--- src/rtl/ols_pkg.sv ---
package ols_pkg;

    // Default number of cells in the chain.
    localparam int DEPTH_DEF = 64;

    // Widths fixed by the word format.
    localparam int REQ_W   = 3;
    localparam int POS_IN_W = 7;
    localparam int VAL_W   = 32;
    localparam int STAT_W  = 2;
    localparam int CNT_OUT_W = 7;

    // Request codes.
    localparam logic [REQ_W-1:0] REQ_INS_FRONT = 3'd0;
    localparam logic [REQ_W-1:0] REQ_INS_BACK  = 3'd1;
    localparam logic [REQ_W-1:0] REQ_INS_POS   = 3'd2;
    localparam logic [REQ_W-1:0] REQ_REM_FRONT = 3'd3;
    localparam logic [REQ_W-1:0] REQ_REM_BACK  = 3'd4;
    localparam logic [REQ_W-1:0] REQ_SEARCH    = 3'd5;

    // Status codes.
    localparam logic [STAT_W-1:0] ST_OK    = 2'd0;
    localparam logic [STAT_W-1:0] ST_FULL  = 2'd1;
    localparam logic [STAT_W-1:0] ST_EMPTY = 2'd2;
    localparam logic [STAT_W-1:0] ST_POS   = 2'd3;

    // Command broadcast to every cell of the chain for one accepted word.
    typedef struct packed {
        logic take;       // a word is accepted this cycle
        logic ins;        // open a gap at the insert position and load the value
        logic rem_front;  // every cell takes its right neighbor
        logic rem_back;   // occupancy shifts down by one
        logic search;     // compare the value against every occupied cell
    } cell_ctl_t;

endpackage

--- src/rtl/ols_cell.sv ---
module ols_cell #(
    parameter int PW    = 7,
    parameter int INDEX = 0
) (
    input  logic                      clk,
    input  logic                      rst_n,
    input  ols_pkg::cell_ctl_t        ctl,
    input  logic [PW-1:0]             ins_pos,
    input  logic [ols_pkg::VAL_W-1:0] value,
    input  logic [ols_pkg::VAL_W-1:0] left_data,
    input  logic                      left_occ,
    input  logic [ols_pkg::VAL_W-1:0] right_data,
    input  logic                      right_occ,
    output logic [ols_pkg::VAL_W-1:0] data,
    output logic                      occ,
    output logic                      match
);

    logic [ols_pkg::VAL_W-1:0] data_reg;
    logic [ols_pkg::VAL_W-1:0] data_next;
    logic                      occ_reg;
    logic                      occ_next;
    logic                      match_reg;
    logic                      match_next;
    logic                      at_pos;
    logic                      past_pos;

    // Where this cell sits relative to the insert position.
    assign at_pos   = (ins_pos == PW'(INDEX));
    assign past_pos = (PW'(INDEX) > ins_pos);

    // Local shift: take the new value, the left neighbor or the right neighbor.
    always_comb
    begin
        data_next = data_reg;
        occ_next  = occ_reg;
        if (ctl.ins) begin
            if (at_pos) begin
                data_next = value;
                occ_next  = 1'b1;
            end
            else if (past_pos) begin
                data_next = left_data;
                occ_next  = left_occ;
            end
        end
        else if (ctl.rem_front) begin
            data_next = right_data;
            occ_next  = right_occ;
        end
        else if (ctl.rem_back) begin
            occ_next = right_occ;
        end
    end

    // The compare sees the contents before this word's update.
    always_comb
    begin
        match_next = match_reg;
        if (ctl.take) begin
            match_next = ctl.search && occ_reg && (data_reg == value);
        end
    end

    always_ff @(posedge clk or negedge rst_n)
    begin
        if (!rst_n) begin
            occ_reg   <= 1'b0;
            match_reg <= 1'b0;
        end
        else begin
            occ_reg   <= occ_next;
            match_reg <= match_next;
        end
    end

    // Element storage needs no reset; unoccupied cells are never reported.
    always_ff @(posedge clk)
    begin
        data_reg <= data_next;
    end

    assign data  = data_reg;
    assign occ   = occ_reg;
    assign match = match_reg;

endmodule

--- config.mk ---
export PLATFORM = sky130hd
export DESIGN_NAME = ols_cell
export DESIGN_NICKNAME = d
export VERILOG_FILES = /design/src/rtl/ols_pkg.sv /design/src/rtl/ols_cell.sv
export SDC_FILE = /design/constraint.sdc
export NUM_CORES = 1
export LEC_CHECK = 0
export ABC_CLOCK_PERIOD_IN_PS = 2300
export CAP_MARGIN = 10
export CORE_MARGIN = 2
export CORE_UTILIZATION = 35
export DETAILED_ROUTE_END_ITERATION = 16
export DONT_BUFFER_PORTS = 1
export GPL_TIMING_DRIVEN = 0
export SETUP_SLACK_MARGIN = 0.5
export SYNTH_ARGS = -nofsm -noshare
export SYNTH_HDL_FRONTEND = slang
export SYNTH_SLANG_ARGS = --single-unit
--- constraint.sdc ---
create_clock -name clk -period 2.3 [get_ports clk]
set_input_delay 0.115 -clock clk [delete_from_list [all_inputs] [get_ports clk]]
set_output_delay 0.115 -clock clk [all_outputs]
set_load 0.01 [all_outputs]
# Word level (Yosys, flattened, before mapping)
# Index checks and enable logic that the tools add are counted.
[classes] order_cmp=1 n_eq_ne=2 muxes=9 n_reduce_logical=7
[op_table] operator="32-bit 2-to-1 mux" n=4
[op_table] operator="32-bit equality test" n=1
[op_table] operator="1-bit by 7-bit greater-than comparator with 1-bit output (first input constant)" n=1
[op_table] operator="7-bit zero test" n=1
[op_table] operator="1-bit 2-to-1 mux" n=5
[op_table] operator="2-bit AND reduction" n=2
[op_table] operator="3-bit by 1-bit inequality test with 1-bit output (second input constant)" n=1
[op_table] operator="3-bit nonzero test" n=1
[op_table] operator="1-bit logical AND" n=2
[op_table] operator="2-bit nonzero test" n=1
[totals] register_bits=34 in_bits=112 out_inout_bits=34 word_cells=22

# Longest topological paths before layout
# Gate-level depths: netlist of the first run.
[depth] depth_word=4 depth_mapped=5 mapped_depth_nobuf=5

# Least setup slack after synthesis of the first run
# Ideal clock, no wire load.
[synth_path] path_type="in2reg" start="input ctl[3] in the netlist's numbering" end="register data_reg (netlist bit data[0]), enable pin" setup_ns=0.466 t_arrival_ns=2.752 t_required_ns=1.834 path_slack_ns=-0.917 path_stages=3 n_path_buf=2 cell_sequence="buf_2 > clkbuf_1 > o21ai_0"
[synth_between] elab_chain_cells=2
[synth_rtl] item="start: declaration" line="ols_cell.sv:7" text="input ols_pkg::cell_ctl_t ctl,"
[synth_rtl] item="3-bit by 1-bit inequality test with 1-bit output (no source line) or 2-bit nonzero test (tied branches)"
[synth_rtl] item="2-bit AND reduction (no source line) *"
[synth_rtl] item="end signal: assignment" line="ols_cell.sv:80" text="data_reg <= data_next;"
[synth_rtl] item="end: declaration" line="ols_cell.sv:19" text="logic [ols_pkg::VAL_W-1:0] data_reg;"
# Every way passes the cells marked *; elsewhere a longest branch is shown, timed or not.
# A chain may end at the register's enable or synchronous reset.

# Worst setup path after layout of the first run
[layout_path] start="register data_reg (netlist bit data[30])" end="register match_reg, in the netlist match"
[layout_between] elab_chain_cells=2
[layout_rtl] item="32-bit equality test" line="ols_cell.sv:61" text="match_next = ctl.search && occ_reg && (data_reg == value);"
[layout_rtl] item="1-bit logical AND" line="ols_cell.sv:61"
[layout_rtl] item="end signal: assignment" line="ols_cell.sv:73" text="match_reg <= match_next;"
[layout_rtl] item="end: declaration" line="ols_cell.sv:23" text="logic match_reg;"
# Every way passes these cells.

==> run summary, run 1 <==
Crit Path Class - reg2reg
Internal - 1.151 mW
Mapped Area - 2123 um2
post-route design area - 2385 um2
commonest register cell after synthesis - edfxtp_1
Crit. End Element - flop
Die Span X - 81.89 um
final slew viol count - 0
Power Density - 643.1 nW/um2
H-Tree Depth - 2
Iteration-0 DRC Markers - 39
Tmin final - 1.516 ns
final WL - 5854 um
Syn Nets - 310
Post-synth EDFFs - 32
#FFs+latches synth - 34
count of maximum capacitance violations - 0
Fin. Hold Viols - 0
Startpoint Class - flop
initial antenna violation count - 0
deepest clock path buffer count - 2
Ys Warns - 0
fill count - 588
antenna diode count - 0
Die Y - 81.89 um
Clock Power Share - 35.4%
io pins - 146
switching share of power - 24.97%
Initial Utilization - 36.08%
DRT Pass-1 Iters - 4
WP data required - 2.50 ns
maximum vdd drop - 0.2052 mV
clock latency on the worst-skew pair - 0.29 ns
cell taking the most area after synthesis - edfxtp_1
CTS clk-pin slew, worst paths - 0.07 ns
async set-reset flop share out of synthesis - 5.882%
GRT met2 Usage - 28.62%
Reg2Reg Setup Slack - 0.78 ns
port buffer count - 0
Largest register FFs - 32
Reg power frac - 52.0%
commonest cells in the netlist - a21oi_1, nor2_1, edfxtp_1, mux2i_1, xnor2_1
CP Max Fanout - 2
FP Rows - 28
pre-CTS WS - 0.5512 ns
Area growth, synth to finish - 12.32%
HP Class - in2async
Mapped Avg Cell Area - 10.72 um2
first-pass GRT wire length - 8169 um
HPWL after DPL - 4587 um
core area - 5886 um2
Critical Path AT - 1.71 ns
TritonCTS Sinks - 34
Final WS setup - 0.7839 ns
Slew headroom - 60.73%
Reg area - 1011 um2
CTS tree - yes
area post-placement - 2256 um2
grt met3 use - 5.385%
register area share after synthesis - 47.61%
gpl congestion - 0.7563
layout cells sized above 1 - 8.612%
Netlist cell types - 20
DIE AREA - 6705 um2
status - finished, final reports clean
Max Clk Rate - 0.6596 GHz
largest net degree at the start of global routing - 22
Power Total - 1.534 mW
antenna viol nets, final - 0
vias in the first global route - 1595
Final period util - 65.92%
via density per instance - 5.461
TritonCTS buffer count - 5
Area contributors post-synth - edfxtp_1, mux2i_1, xnor2_1
Syn Inst Count - 198
combinational power share - 12.6%
GRT Resource Usage Total - 17.13%
drc violations - 0
GRT busiest layer - met2
total grt overflow - 0
final-report setup violation count - 0
Switching Power - 0.3830 mW
Avg WL per Cell - 20.61 um
area taken by multi-input logic gates - 1051 um2
top cell type's share of synthesized area - 45.26%
Vias - 1551
Final Util - 40.52%
Root Buffer - clkbuf_8
leakage - 0.9883 nW
unrepaired setup endpoints after global routing - no
met1 Resource Use GR - 20.78%
net count reported at finish - 320
worst slew pin tran - 0.5890 ns
clk_skew - 0.01076 ns
[worst paths after layout]
| kind | end | cells past startpoint | startpoint |
|---|---|---|---|
| max | match | 5 | data[30] |
| min | match | 1 | rst_n |
| max reg2reg | match | 5 | data[30] |
| min reg2reg | match | 2 | match |
| max in group asynchronous | occ | 1 | rst_n |
| min in group clk | data[4] | 2 | right_data[4] |
[cell families after synthesis]
logic type | after synthesis | share of synthesized area [%]
AO/OA/AOI/OAI | 36 | 8.485
XOR/XNOR | 32 | 13.20
buffers and inverters | 13 | 3.418
flip-flops | 34 | 47.61
multiplexers | 33 | 15.62
AND/OR/NAND/NOR | 50 | 11.67
[power groups by stage]
stage               clock network, mW  registers (mW)  logic (mW)
detailed placement                  0           0.812       0.194
floorplan                           0           0.800       0.146
global placement                    0           0.812       0.182
finish                          0.543           0.797       0.193
global route                    0.585           0.803       0.218
CTS                             0.565           0.798       0.197
[cells in the final DEF, fill, tap and decap left out, drive strengths merged]
| master | Yosys | final |
|---|---|---|
| bufinv | 0 | 1 |
| xor2 | 3 | 3 |
| mux2 | 1 | 1 |
| mux2i | 32 | 32 |
| inv | 2 | 2 |
| nand2 | 1 | 1 |
| clkinv | 0 | 2 |
| xnor2 | 29 | 29 |
| nor3 | 2 | 2 |
| nand3 | 2 | 2 |
| clkbuf | 7 | 12 |
| dfrtp | 2 | 2 |
| o21ai | 2 | 2 |
| edfxtp | 32 | 32 |
| nor2 | 34 | 34 |
| buf | 4 | 5 |
| nor4 | 3 | 3 |
| a21oi | 34 | 34 |
| nand4 | 8 | 8 |
| dlygate4sd3 | 0 | 2 |
[critical path, cell delays in order, from the launching register on]
cell and delay, ns:
edfxtp_1 0.45, xnor2_1 0.26, nand4_1 0.14, nor4_1 0.35, nand3_1 0.13, o21ai_0 0.10
[routing by layer]
| layer | share of wire, % | wire length, um |
|---|---|---|
| met1 | 39 | 2259 |
| met2 | 51 | 3014 |
| met3 | 8.7 | 508 |
| met4 | 1.2 | 71 |
| met5 | 0 | 0 |
[stage by stage]
stage	instances	hold slack, ns	setup TNS, ns
global route	284	0.05512	0
CTS	284	0.04680	0
detailed placement	274	-0.1805	0
floorplan	198	-0.1806	0
finish	284	0.06279	0
global placement	273	-0.1805	-2.407
[cell type report]
class                           count  area share (%)
Tap cell                           75           3.935
Clock buffer                        5           2.886
Buffer                             11           2.728
Inverter                            2          0.3148
Clock inverter                      3           1.679
Sequential cell                    34           42.39
Multi-Input combinational cell    151           44.07
Timing Repair Buffer                3           1.994
[repair_timing]
action / CTS / global route
endpoints found under the setup margin: 0 / 0
setup buffers: 0 / 0
resized for setup: 0 / 0
hold endpoints to repair: 3 / 0
hold buffers: 2 / 0
Note: power is estimated with default switching activity, not from simulation.
==> run 2: changes to the inputs <==
- ABC_CLOCK_PERIOD_IN_PS: 2300 -> 1300
- clock period: 2.3 -> 1.3 ns (I/O delays scaled with it)
==> run summary, run 2 (synthesized netlist as in run 1, its figures left out) <==
worst r2r src - data[9]
DRT Pass-1 Iters - 4 (unchanged)
HPWL after DPL - 4436 um (-3.3%)
Iteration-0 DRC Markers - 68 (+74%)
Largest register FFs - 32 (unchanged)
layout cells sized above 1 - 22.57% (+14 points)
CTS tree - yes
R2R cell count - 5 (unchanged)
R2R Path End - match
initial antenna violation count - 0 (unchanged)
FP Rows - 28 (unchanged)
io pins - 146 (unchanged)
CP Max Fanout - 2 (unchanged)
Min Hold Slack - 0.01086 ns (-0.05193 ns)
Clock Power Share - 28.8% (-6.6 points)
largest net degree at the start of global routing - 13 (-41%)
count of maximum capacitance violations - 0 (unchanged)
most frequent cells in the layout - nor2_1, a21oi_1, edfxtp_1, mux2i_1, xnor2_1
clk_skew - 0.005934 ns (-0.004821 ns)
final slew viol count - 0 (unchanged)
CTS clk-pin slew, worst paths - 0.07 ns (about the same)
most common cell after layout, fill and taps aside - nor2_1
GRT Resource Usage Total - 18.63% (+1.5 points)
post-route design area - 2824 um2 (+18%)
total grt overflow - 0 (unchanged)
Power Density - 922.7 nW/um2 (+43%)
antenna diode count - 0 (unchanged)
HP Class - in2async
DIE AREA - 6705 um2 (unchanged)
H-Tree Depth - 2 (unchanged)
final WL - 6551 um (+12%)
port buffer count - 0 (unchanged)
Max Clk Rate - 0.6932 GHz (+5.1%)
switching share of power - 26.73% (+1.8 points)
Critical Path AT - 1.66 ns (-0.05 ns)
Switching Power - 0.6964 mW (+82%)
core area - 5886 um2 (unchanged)
maximum vdd drop - 0.4614 mV (+120%)
Die Span X - 81.89 um (unchanged)
Internal - 1.909 mW (+66%)
Root Buffer - clkbuf_8
Fin. Hold Viols - 0 (unchanged)
final-report setup violation count - 1 (+1)
crit path capture - match
Tmin final - 1.443 ns (-0.07349 ns)
status - finished, violations left
violated checks - setup timing
unrepaired setup endpoints after global routing - yes
vias in the first global route - 1662 (+4.2%)
Critical path origin - data[9]
area post-placement - 2260 um2 (+0.17%)
drc violations - 0 (unchanged)
net count reported at finish - 338 (+5.6%)
Reg power frac - 54.3% (+2.3 points)
Slew headroom - 57.16% (-3.6 points)
TritonCTS Sinks - 34 (unchanged)
leakage - 1.136 nW (+15%)
deepest clock path buffer count - 2 (unchanged)
Crit. End Element - flop
clock latency on the worst-skew pair - 0.28 ns (about the same)
Vias - 1664 (+7.3%)
via density per instance - 5.528 (+1.2%)
worst slew pin tran - 0.6426 ns (+0.05362 ns)
Startpoint Class - flop
Area growth, synth to finish - 33.00%
Die Y - 81.89 um (unchanged)
setup TNS - -0.1426 ns (-0.1426 ns)
Final WS setup - -0.1426 ns (-0.9265 ns)
combinational power share - 16.9% (+4.3 points)
Initial Utilization - 36.08% (unchanged)
gpl congestion - 0.7133 (-5.7%)
first-pass GRT wire length - 8942 um (+9.5%)
Avg WL per Cell - 21.76 um (+5.6%)
fill count - 552 (-6.1%)
Reg2Reg Setup Slack - -0.14 ns (-0.93 ns)
TritonCTS buffer count - 5 (unchanged)
WP data required - 1.52 ns (-0.98 ns)
Crit Path Class - reg2reg
antenna viol nets, final - 0 (unchanged)
Final period util - 111.0% (+45 points)
==> run 2: changes by cell type in the layout (fill, tap and decap cells not counted), sizes merged <==
cell,delta
buf,+15
o21ai,+2
bufinv,-1
clkinv,-2
clkbuf,+2
dlygate4sd3,+1
==> run 2: stage by stage <==
| step | setup slack (ns) | util [%] | power, mW | instances |
|---|---|---|---|---|
| finish | -0.1426 | 47.98 | 2.606 | 301 |
| global route | -0.2424 | 47.98 | 2.726 | 301 |
| CTS | -0.1260 | 46.36 | 2.610 | 298 |
| detailed placement | -0.2765 | 38.39 | 1.779 | 273 |
| global placement | -0.2870 | 38.39 | 1.771 | 273 |
| floorplan | 0.02076 | - | 1.683 | 198 |
==> run 2: what timing repair did <==
item,in CTS,in global routing
hold buffers,2,1
setup buffers,10,2
pin swaps,6,6
endpoints found under the setup margin,98,99
gates cloned,6,0
resized for setup,24,14
endpoints found under the hold margin,3,1
==> run 2: final cells by class <==
class,count,area [um2],area share (%)
multi-input combinational,153,1214,42.98
sequential,34,1011,35.80
timing repair buffer,19,311.5,11.03
buffer,11,110.1,3.899
tap,75,93.84,3.323
clock buffer,7,76.32,2.703
inverter,2,7.507,0.2658
==> run 2: per-layer routing <==
layer | wire length [um] | vias to the layer above | global-route usage [%]
met5 | 0 | - | 0
met4 | 101 | 0 | 6.000
met3 | 411 | 8 | 3.956
met2 | 3358 | 70 | 31.22
met1 | 2679 | 813 | 23.90
li1 | - | 773 | -
==> run 2: critical path, stage by stage, from the launching register on <==
cell	delay, ns
edfxtp_1	0.47
xnor2_1	0.22
nand4_1	0.17
nor4_2	0.29
nand3_1	0.14
o21ai_1	0.10
==> run 2: worst min-delay path by stage <==
stage	start	endpoint	slack, ns	cells after the start
finish	rst_n	match	0.01	1
global route	rst_n	match	0.01	1
CTS	rst_n	match	0.001	1
detailed placement	rst_n	match	-0.23	0
global placement	rst_n	match	-0.23	0
floorplan	rst_n	match	-0.23	0
==> run 2: power groups by stage <==
stage | Clock [mW] | Combinational, mW | Sequential, mW
finish | 0.750 | 0.439 | 1.42
global route | 0.816 | 0.483 | 1.43
CTS | 0.769 | 0.425 | 1.42
detailed placement | 0 | 0.341 | 1.44
global placement | 0 | 0.335 | 1.44
floorplan | 0 | 0.267 | 1.42
==> run 3: changes to the inputs <==
- ABC_AREA: default -> 1
- CORE_MARGIN: 2 -> default
- CTS_BUF_LIST: default -> sky130_fd_sc_hd__clkbuf_4 sky130_fd_sc_hd__clkbuf_8 sky130_fd_sc_hd__clkbuf_16
==> run summary, run 3 <==
final WL - 8111 um (+24%)
Reg power frac - 50.8% (-3.5 points)
total grt overflow - 0 (unchanged)
io pins - 146 (unchanged)
layout cells sized above 1 - 27.61% (+5.0 points)
Syn Inst Count - 285 (+44%)
Initial Utilization - 36.33% (+0.26 points)
final-report setup violation count - 0 (-1)
via density per instance - 5.424 (-1.9%)
Crit. End Element - flop
TritonCTS buffer count - 5 (unchanged)
Post-synth EDFFs - 32 (unchanged)
#FFs+latches synth - 34 (unchanged)
HP Class - in2reg
Area growth, synth to finish - 50.76%
core area - 6350 um2 (+7.9%)
violated checks - hold timing
CP Max Fanout - 2 (unchanged)
Die Y - 83.19 um (+1.6%)
Critical Path AT - 1.46 ns (-0.20 ns)
post-route design area - 3478 um2 (+23%)
final slew viol count - 0 (unchanged)
net count reported at finish - 466 (+38%)
count leader, synth - nand2_1
Min Hold Slack - -0.001915 ns (-0.01278 ns)
WP data required - 1.53 ns (about the same)
commonest register cell after synthesis - edfxtp_1
GRT busiest layer - met2
DRT Pass-1 Iters - 4 (unchanged)
drc violations - 0 (unchanged)
multiplexer area fraction after synthesis - 0% (-16 points)
FP Rows - 29 (+3.6%)
top cell type's share of synthesized area - 41.65% (-3.6 points)
Switching Power - 0.8611 mW (+24%)
Tmin final - 1.233 ns (-0.2101 ns)
antenna diode count - 0 (unchanged)
H-Tree Depth - 2 (unchanged)
CTS tree - yes
Slew headroom - 47.29% (-9.9 points)
TritonCTS Sinks - 34 (unchanged)
Iteration-0 DRC Markers - 92 (+35%)
maximum vdd drop - 0.5280 mV (+14%)
worst slew pin tran - 0.7907 ns (+0.1481 ns)
largest family of logic cells by synthesized area - simple AND/OR/NAND/NOR gates
Avg WL per Cell - 18.78 um (-14%)
most common cell after layout, fill and taps aside - nand2_1
Die Span X - 83.19 um (+1.6%)
HPWL after DPL - 5094 um (+15%)
post-synthesis compound-gate area fraction - 14.10% (+5.6 points)
cell taking the most area after synthesis - edfxtp_1
async set-reset flop share out of synthesis - 5.882% (unchanged)
setup TNS - 0 ns (+0.1426 ns)
Final period util - 94.81% (-16 points)
area post-placement - 2445 um2 (+8.2%)
Non-Filler Instances - 432 (+44%)
Synth Area in Simple Gates - 25.38% (+14 points)
CTS clk-pin slew, worst paths - 0.08 ns (about the same)
status - finished, violations left
Root Buffer - clkbuf_8
antenna viol nets, final - 0 (unchanged)
Largest register FFs - 32 (unchanged)
unrepaired setup endpoints after global routing - yes
leakage - 1.295 nW (+14%)
Final Util - 54.78% (+6.8 points)
Post-Synth XOR/XNOR Area - 9.490% (-3.7 points)
Mapped Avg Cell Area - 8.095 um2 (-25%)
Power Density - 833.8 nW/um2 (-9.6%)
vias in the first global route - 2535 (+53%)
initial antenna violation count - 0 (unchanged)
met1 Resource Use GR - 27.95% (+4.1 points)
Netlist cell types - 22 (+10%)
switching share of power - 29.69% (+3.0 points)
most frequent cells in the layout - nand2_1, dlygate4sd3_1, edfxtp_1, o21ai_2, o21ai_1
Mapped Area - 2307 um2 (+8.7%)
Internal - 2.039 mW (+6.8%)
gpl congestion - 0.7708 (+8.1%)
largest net degree at the start of global routing - 12 (-1)
Vias - 2343 (+41%)
count of maximum capacitance violations - 0 (unchanged)
Crit Path Class - reg2reg
GRT Resource Usage Total - 23.76% (+5.1 points)
Fin. Hold Viols - 1 (+1)
DIE AREA - 6921 um2 (+3.2%)
fill count - 578 (+4.7%)
port buffer count - 0 (unchanged)
commonest cells in the netlist - nand2_1, o21ai_1, edfxtp_1, nor4_1, xnor2_1
GRT met2 Usage - 42.03% (+11 points)
Ys Warns - 0 (unchanged)
register area share after synthesis - 43.82% (-3.8 points)
Syn Nets - 397 (+28%)
Placed Instances - 362 (+33%)
clk_skew - 0.003669 ns (-0.002266 ns)
Max Clk Rate - 0.8114 GHz (+17%)
grt met3 use - 6.958% (+3.0 points)
Power Total - 2.900 mW (+11%)
combinational power share - 21.6% (+4.7 points)
Clock Power Share - 27.7% (-1.1 points)
clock latency on the worst-skew pair - 0.29 ns (about the same)
adder-cell share of the synthesized area - 0% (unchanged)
Area contributors post-synth - edfxtp_1, nand2_1, o21ai_1
deepest clock path buffer count - 2 (unchanged)
first-pass GRT wire length - 12650 um (+42%)
Startpoint Class - flop
-- run 3: cell types whose count changed after synthesis, moves of 11 or more --
cell	change
mux2i_1	-32
xnor2_1	-11
nor4_1	+23
nand2_1	+80
nor2_1	-17
o21ai_1	+47
inv_1	+13
a21oi_1	-32
-- run 3: worst max-delay path, cell delays in order (launching register included) --
cell and delay [ns]:
edfxtp_1 0.48, xnor2_1 0.20, nand2_1 0.09, nor2_2 0.13, nand2_2 0.08, nor2_1 0.08, nand2_1 0.06, nand2_1 0.05
-- run 3: power by group through the flow --
stage	Clock, mW	Sequential [mW]	Combinational, mW
after floorplan	0	1.47	0.337
after global placement	0	1.50	0.415
after detailed placement	0	1.50	0.422
after CTS	0.838	1.47	0.595
after global routing	0.864	1.49	0.693
final	0.802	1.47	0.626
-- run 3: metrics by stage --
step	worst slack [ns]	hold slack [ns]
after floorplan	-0.5184	-0.2306
after global placement	-1.049	-0.2306
after detailed placement	-1.060	-0.2305
after CTS	0.02539	-0.001693
after global routing	-0.05896	0.0003706
final	0.06749	-0.001915
-- run 3: layout make-up --
type | count | area, um2 | area share [%]
plain buffers | 18 | 136.4 | 3.921
clock buffers | 6 | 76.32 | 2.194
clock inverters | 2 | 8.758 | 0.2518
inverters | 16 | 60.06 | 1.727
multi-input cells | 218 | 1390 | 39.96
flip-flops and latches | 34 | 1011 | 29.06
well taps | 77 | 96.34 | 2.770
repair buffers | 61 | 699.4 | 20.11
-- run 3: logic make-up (layout without fill, tap and decap cells) --
logic type / after synthesis / count (layout)
AND/OR/NAND/NOR: 132 / 132
AO/OA/AOI/OAI: 60 / 61
flip-flops: 34 / 34
buffers and inverters: 34 / 103
XOR/XNOR: 25 / 25
-- run 3: repair_timing --
item | 4_1_cts | 5_1_grt
setup buffers | 15 | 4
gates resized for setup | 55 | 25
hold buffers | 37 | 1
gates cloned | 5 | 0
endpoints found under the hold margin | 36 | 1
setup endpoints to repair | 98 | 99
pin swaps | 33 | 34
-- run 3: path summary, 6_finish.rpt --
path                                     from        to  slack (ns)  cells past startpoint
worst max-delay path                 data[10]     match        0.07                      7
worst min-delay path            left_data[26]  data[26]      -0.002                      2
worst max register to register       data[10]     match        0.07                      7
worst min register to register          match     match        0.56                      2
max in group asynchronous               rst_n       occ        0.64                      2
min in group asynchronous               rst_n     match        0.54                      2
-- run 3: per-layer routing --
layer | vias to the layer above | wire length, um
met5 | - | 0
met2 | 118 | 3995
li1 | 1125 | -
met1 | 1087 | 3294
met3 | 13 | 675
met4 | 0 | 146
